File: config.mk
export PLATFORM = sky130hd
export DESIGN_NAME = dhoat_probe
export DESIGN_NICKNAME = d
export VERILOG_FILES = /design/src/hdl/double_hash_open_address_table_macros.svh /design/src/hdl/dhoat_pkg.sv /design/src/hdl/dhoat_probe.sv
export SDC_FILE = /design/constraint.sdc
export NUM_CORES = 1
export LEC_CHECK = 0
export BUFFER_PORTS_ARGS = -buffer_cell sky130_fd_sc_hd__buf_2
export CAP_MARGIN = 20
export CORE_MARGIN = 1.5
export CORE_UTILIZATION = 40
export DETAILED_ROUTE_END_ITERATION = 12
export HOLD_SLACK_MARGIN = 0.06
export SYNTH_ARGS = -nofsm -noshare
export SYNTH_HDL_FRONTEND = slang
export SYNTH_SLANG_ARGS = --single-unit
File: constraint.sdc
create_clock -name clk -period 4.57 [get_ports clk]
set_input_delay 0.914 -clock clk [delete_from_list [all_inputs] [get_ports clk]]
set_output_delay 0.914 -clock clk [all_outputs]
set_load 0.05 [all_outputs]
File: src/hdl/double_hash_open_address_table_macros.svh
// Assertion helpers for the hash table block.
`ifndef DOUBLE_HASH_OPEN_ADDRESS_TABLE_MACROS_SVH
`define DOUBLE_HASH_OPEN_ADDRESS_TABLE_MACROS_SVH
`ifndef SYNTH
`define DHOAT_ASSERT(label, clk, rst, prop) \
  label: assert property (@(posedge clk) disable iff (rst) (prop)) \
    else $error("dhoat assertion failed");
`define DHOAT_ASSERT_NEXT(label, clk, rst, cond, prop) \
  label: assert property (@(posedge clk) disable iff (rst) (cond) |=> (prop)) \
    else $error("dhoat assertion failed");
`else
`define DHOAT_ASSERT(label, clk, rst, prop)
`define DHOAT_ASSERT_NEXT(label, clk, rst, cond, prop)
`endif
`endif

File: src/hdl/dhoat_pkg.sv
package dhoat_pkg;

  localparam logic [1:0] ACT_INSERT = 2'd0;
  localparam logic [1:0] ACT_DELETE = 2'd1;
  localparam logic [1:0] ACT_FIND   = 2'd2;
  localparam logic [1:0] ACT_CLEAR  = 2'd3;

  localparam logic [1:0] ST_DONE     = 2'd0;
  localparam logic [1:0] ST_OVERLOAD = 2'd1;
  localparam logic [1:0] ST_NO_FREE  = 2'd2;
  localparam logic [1:0] ST_MISSING  = 2'd3;

  localparam logic [1:0] MARK_EMPTY = 2'd0;
  localparam logic [1:0] MARK_USED  = 2'd1;
  localparam logic [1:0] MARK_GONE  = 2'd2;

  localparam logic CFG_TABLE_SIZE = 1'b0;
  localparam logic CFG_LOAD_LIMIT = 1'b1;

  localparam int SLOT_BITS = 10;
  localparam int COUNT_BITS = 11;
  localparam int SIZE_BITS = 11;
  localparam int LIMIT_BITS = 8;

  typedef struct packed {
    logic start;
    logic advance;
  } probe_cmd_t;

endpackage

File: src/hdl/dhoat_probe.sv
module dhoat_probe #(
  parameter int CELLS = 1024,
  parameter int HASH_BITS = 16
) (
  input  logic                         clk,
  input  logic                         rst,
  input  dhoat_pkg::probe_cmd_t        cmd,
  input  logic [HASH_BITS-1:0]         h1,
  input  logic [HASH_BITS-1:0]         h2,
  input  logic [$clog2(CELLS+1)-1:0]   n,
  output logic                         busy,
  output logic [$clog2(CELLS)-1:0]     addr
);

  localparam int AW = $clog2(CELLS);
  localparam int EW = $clog2(CELLS+1);
  localparam int HIW = $clog2(HASH_BITS);

  logic [EW-1:0]  rem1;
  logic [EW-1:0]  rem2;
  logic [HIW-1:0] bit_idx;
  logic [EW:0]    sh1;
  logic [EW:0]    sh2;
  logic [EW:0]    sum;
  logic [EW:0]    n_ext;

  assign n_ext = {1'b0, n};
  assign sh1 = {rem1, h1[bit_idx]};
  assign sh2 = {rem2, h2[bit_idx]};
  assign sum = {1'b0, rem1} + {1'b0, rem2};
  assign addr = rem1[AW-1:0];

  // restoring remainder, one hash bit per cycle from the top down
  always_ff @(posedge clk) begin
    if (rst) begin
      busy <= 1'b0;
      bit_idx <= '0;
    end else if (cmd.start) begin
      busy <= 1'b1;
      rem1 <= '0;
      rem2 <= '0;
      bit_idx <= HIW'(HASH_BITS - 1);
    end else if (busy) begin
      rem1 <= (sh1 >= n_ext) ? EW'(sh1 - n_ext) : EW'(sh1);
      rem2 <= (sh2 >= n_ext) ? EW'(sh2 - n_ext) : EW'(sh2);
      if (bit_idx == '0) begin
        busy <= 1'b0;
      end else begin
        bit_idx <= bit_idx - 1'b1;
      end
    end else if (cmd.advance) begin
      rem1 <= (sum >= n_ext) ? EW'(sum - n_ext) : EW'(sum);
    end
  end

endmodule

==> out/metrics.yaml <==
status:
  outcome: "finished, violations left"
  violations: "design-rule violations"
worst_setup_path:
  cp-start-kind: "flip-flop"
  max_stage_delay_ps: 440
  worst-setup-path-type: "flip-flop to flip-flop"
  cp-end-kind: "flip-flop"
  cpMaxStageDelayCell: "a2111o_2"
  r2r_slack_ps: 250
  crit_arrival_ps: 4370
  crit_chain: "ha_1 -> fa_1 -> a21o_1 -> a22o_1 -> o41ai_2 -> buf_4 -> o21ai_1 -> a21oi_1 -> xnor2_1 -> ha_1 -> nand3_1 -> nor3_1 -> a2111o_2 -> a21o_1 -> nor3_2 -> buf_12 -> a2111oi_0 -> a211o_1"
  crit_fanout: 12
  path_delay_family: "compound AO/OA/AOI/OAI gates"
  crit_buf_inv: 2
  cp.required_ps: 4620
clock_tree:
  cts_tree: "done"
  clockBufferDepth: 2
  ctsRootBufferMaster: "clkbuf_8"
  clock_latency_ps: 280
  htreeDepth: 1
  clkTransAtPathRegs_ps: 110
  cts_buffers: 3
  clkSinkCount: 27
placement:
  placedCellCount: 554
  io_buffers: 57
  preCtsSetupSlack_ps: 170
  gp_congestion: 0.866
  dpl_cell_area_um2: 4010
  hpwl_um: 7430
global_route:
  grt_overflow: 0
  grt_max_degree: 26
  groute.usage.overall: 0.190
  grt_pass1_vias: 3193
  antenna_found_initial: 0
  grt_pass1_wl_um: 15000
synthesis:
  synthCells: 405
  synthArstFlopShare: 0
  synth_seq_cells: 27
  yosys_warnings: 0
  synthFlopType: "edfxtp_1"
  synth_edf_count: 22
  synthTopCellsByArea: "edfxtp_1 18%, ha_1 15%, mux2i_1 6.5%"
  synth_cell_type_count: 59
  netlist.area_leader.share: 0.180
  yosys.area.top_type: "edfxtp_1"
  syn_avg_cell_area_um2: 9.09
  synthesis.nets: 501
  synth_area_um2: 3680
  seq_area_frac_synth: 0.207
sta:
  slew_headroom: 0.305
  setup_slack_ps: 248
  finalHoldViolations: 0
  worstMarginPinSlew_ps: 1040
  fmax_mhz: 231
  rsz0062_at_grt: "no"
  finalSetupTns_ps: 0
  finalMaxSlewViolations: 0
  fin_worst_skew_ps: 4.73
  finalCriticalPeriod_ps: 4320
  fin_crit_sh: 0.946
  setup_violations: 0
finish:
  stdcell_area_um2: 4080
  drive_above_1_share: 0.204
  final_common_cell: "buf_2"
  final_util: 0.463
  final_cell_mix: "57 x buf_2, 45 x ha_1, 39 x nor2_1"
  final_cells: 560
  nNetsFinal: 549
  areaGrowthSynthToFinish_pct: 10.7
  diodes: 0
floorplan:
  ios: 58
  core_area_um2: 8810
  die_x_um: 98.9
  die_area_um2: 9780
  rows: 34
  die_h_um: 98.9
  start_util: 0.418
route:
  ant_nets: 0
  wl_per_cell_um: 15.9
  vias: 3186
  first_pass_iters: 8
  drt_iter0_drc: 128
  wirelength_um: 8900
  viasPerCell: 5.69
  drc_errors: 1
power:
  p_leak_nw: 1.84
  pwr-share-comb: 0.780
  p_clk_frac: 0.057
  pwr-share-seq: 0.163
  powerDensity_nw_per_um2: 633
  internal_power_w: 0.00133
  vdd_ir_drop_max_uv: 377
  p_sw_w: 0.00125
  swShare: 0.484
worst_hold_path:
  hp-class: "flip-flop to flip-flop"
job:
  max_cap_viol_count: 0
==> worst min-delay path, stage by stage (launching register included) <==
cell and delay [ps]:
edfxtp_1 400, mux2i_1 80, nor2_1 70
==> final timing paths <==
path,end,depth (start not counted),from
max,rem1[10]$_SDFFCE_PP0P_,18,rem1[0]$_SDFFCE_PP0P_
min,rem2[7]$_SDFFCE_PP0P_,2,rem2[6]$_SDFFCE_PP0P_
max reg2reg,rem1[10]$_SDFFCE_PP0P_,18,rem1[0]$_SDFFCE_PP0P_
min reg2reg,rem2[7]$_SDFFCE_PP0P_,2,rem2[6]$_SDFFCE_PP0P_
==> through the flow <==
step                      power (W)  hold slack (ps)
after CTS                   0.00259              675
final                       0.00258              664
after global routing        0.00282              697
after global placement      0.00240              636
after detailed placement    0.00243              649
after floorplan             0.00207              592
==> cell families after synthesis <==
| family | Yosys count | share of synthesized area |
|---|---|---|
| buf+inv | 47 | 0.0687 |
| fa+ha+maj | 49 | 0.175 |
| flops | 27 | 0.207 |
| xor+xnor | 33 | 0.0785 |
| mux | 36 | 0.130 |
| compound gates | 100 | 0.190 |
| simple gates | 113 | 0.152 |
==> state kept, by name (all words and copies together) (netlist names) <==
register	flops
rem2	11
rem1	11
bit_idx	4
busy	1
==> Yosys cell counts (4+ instances only) <==
cell and instances:
fa_1 4, a31oi_1 8, nand2b_1 6, xor2_1 13, nand3_1 12, nor3_1 11, mux4_2 9, a211oi_1 9
a21oi_1 22, a21o_1 12, o21a_1 8, o2111ai_1 4, nor2_1 39, nand4_1 7, buf_4 10, dfxtp_1 5
nor2b_1 6, o21ai_0 6, ha_1 45, clkbuf_1 7, inv_1 23, mux2i_1 24, edfxtp_1 22, nand2_1 16
xnor2_1 20
==> timing repair <==
| action | in CTS | in global routing |
|---|---|---|
| setup buffers | 0 | 1 |
| endpoints found under the setup margin | 0 | 10 |
| hold buffers | 0 | 0 |
| gates resized for setup | 0 | 1 |
==> cell type report <==
cell class / count / area (µm²)
tap: 108 / 135
timing repair buffer: 67 / 373
multi-input combinational: 331 / 2670
fill: 874 / 4730
clock inverter: 1 / 5.00
clock buffer: 3 / 41.3
sequential: 27 / 761
inverter: 23 / 86.3
==> power by group through the flow <==
stage,sequential (W),clock [W],combinational [W]
global placement,0.000428,0,0.00197
finish,0.000420,0.000147,0.00201
global route,0.000429,0.000157,0.00223
detailed placement,0.000429,0,0.00200
CTS,0.000423,0.000153,0.00201
floorplan,0.000399,0,0.00167
==> layer usage <==
metal / routed length (µm) / vias up / track usage
li1: - / 1613 / -
met1: 4040 / 1485 / 0.244
met2: 4420 / 80 / 0.346
met3: 356 / 8 / 0.0241
met4: 84 / 0 / 0.0275
met5: 0 / - / 0
Note: power is estimated with default switching activity, not from simulation.
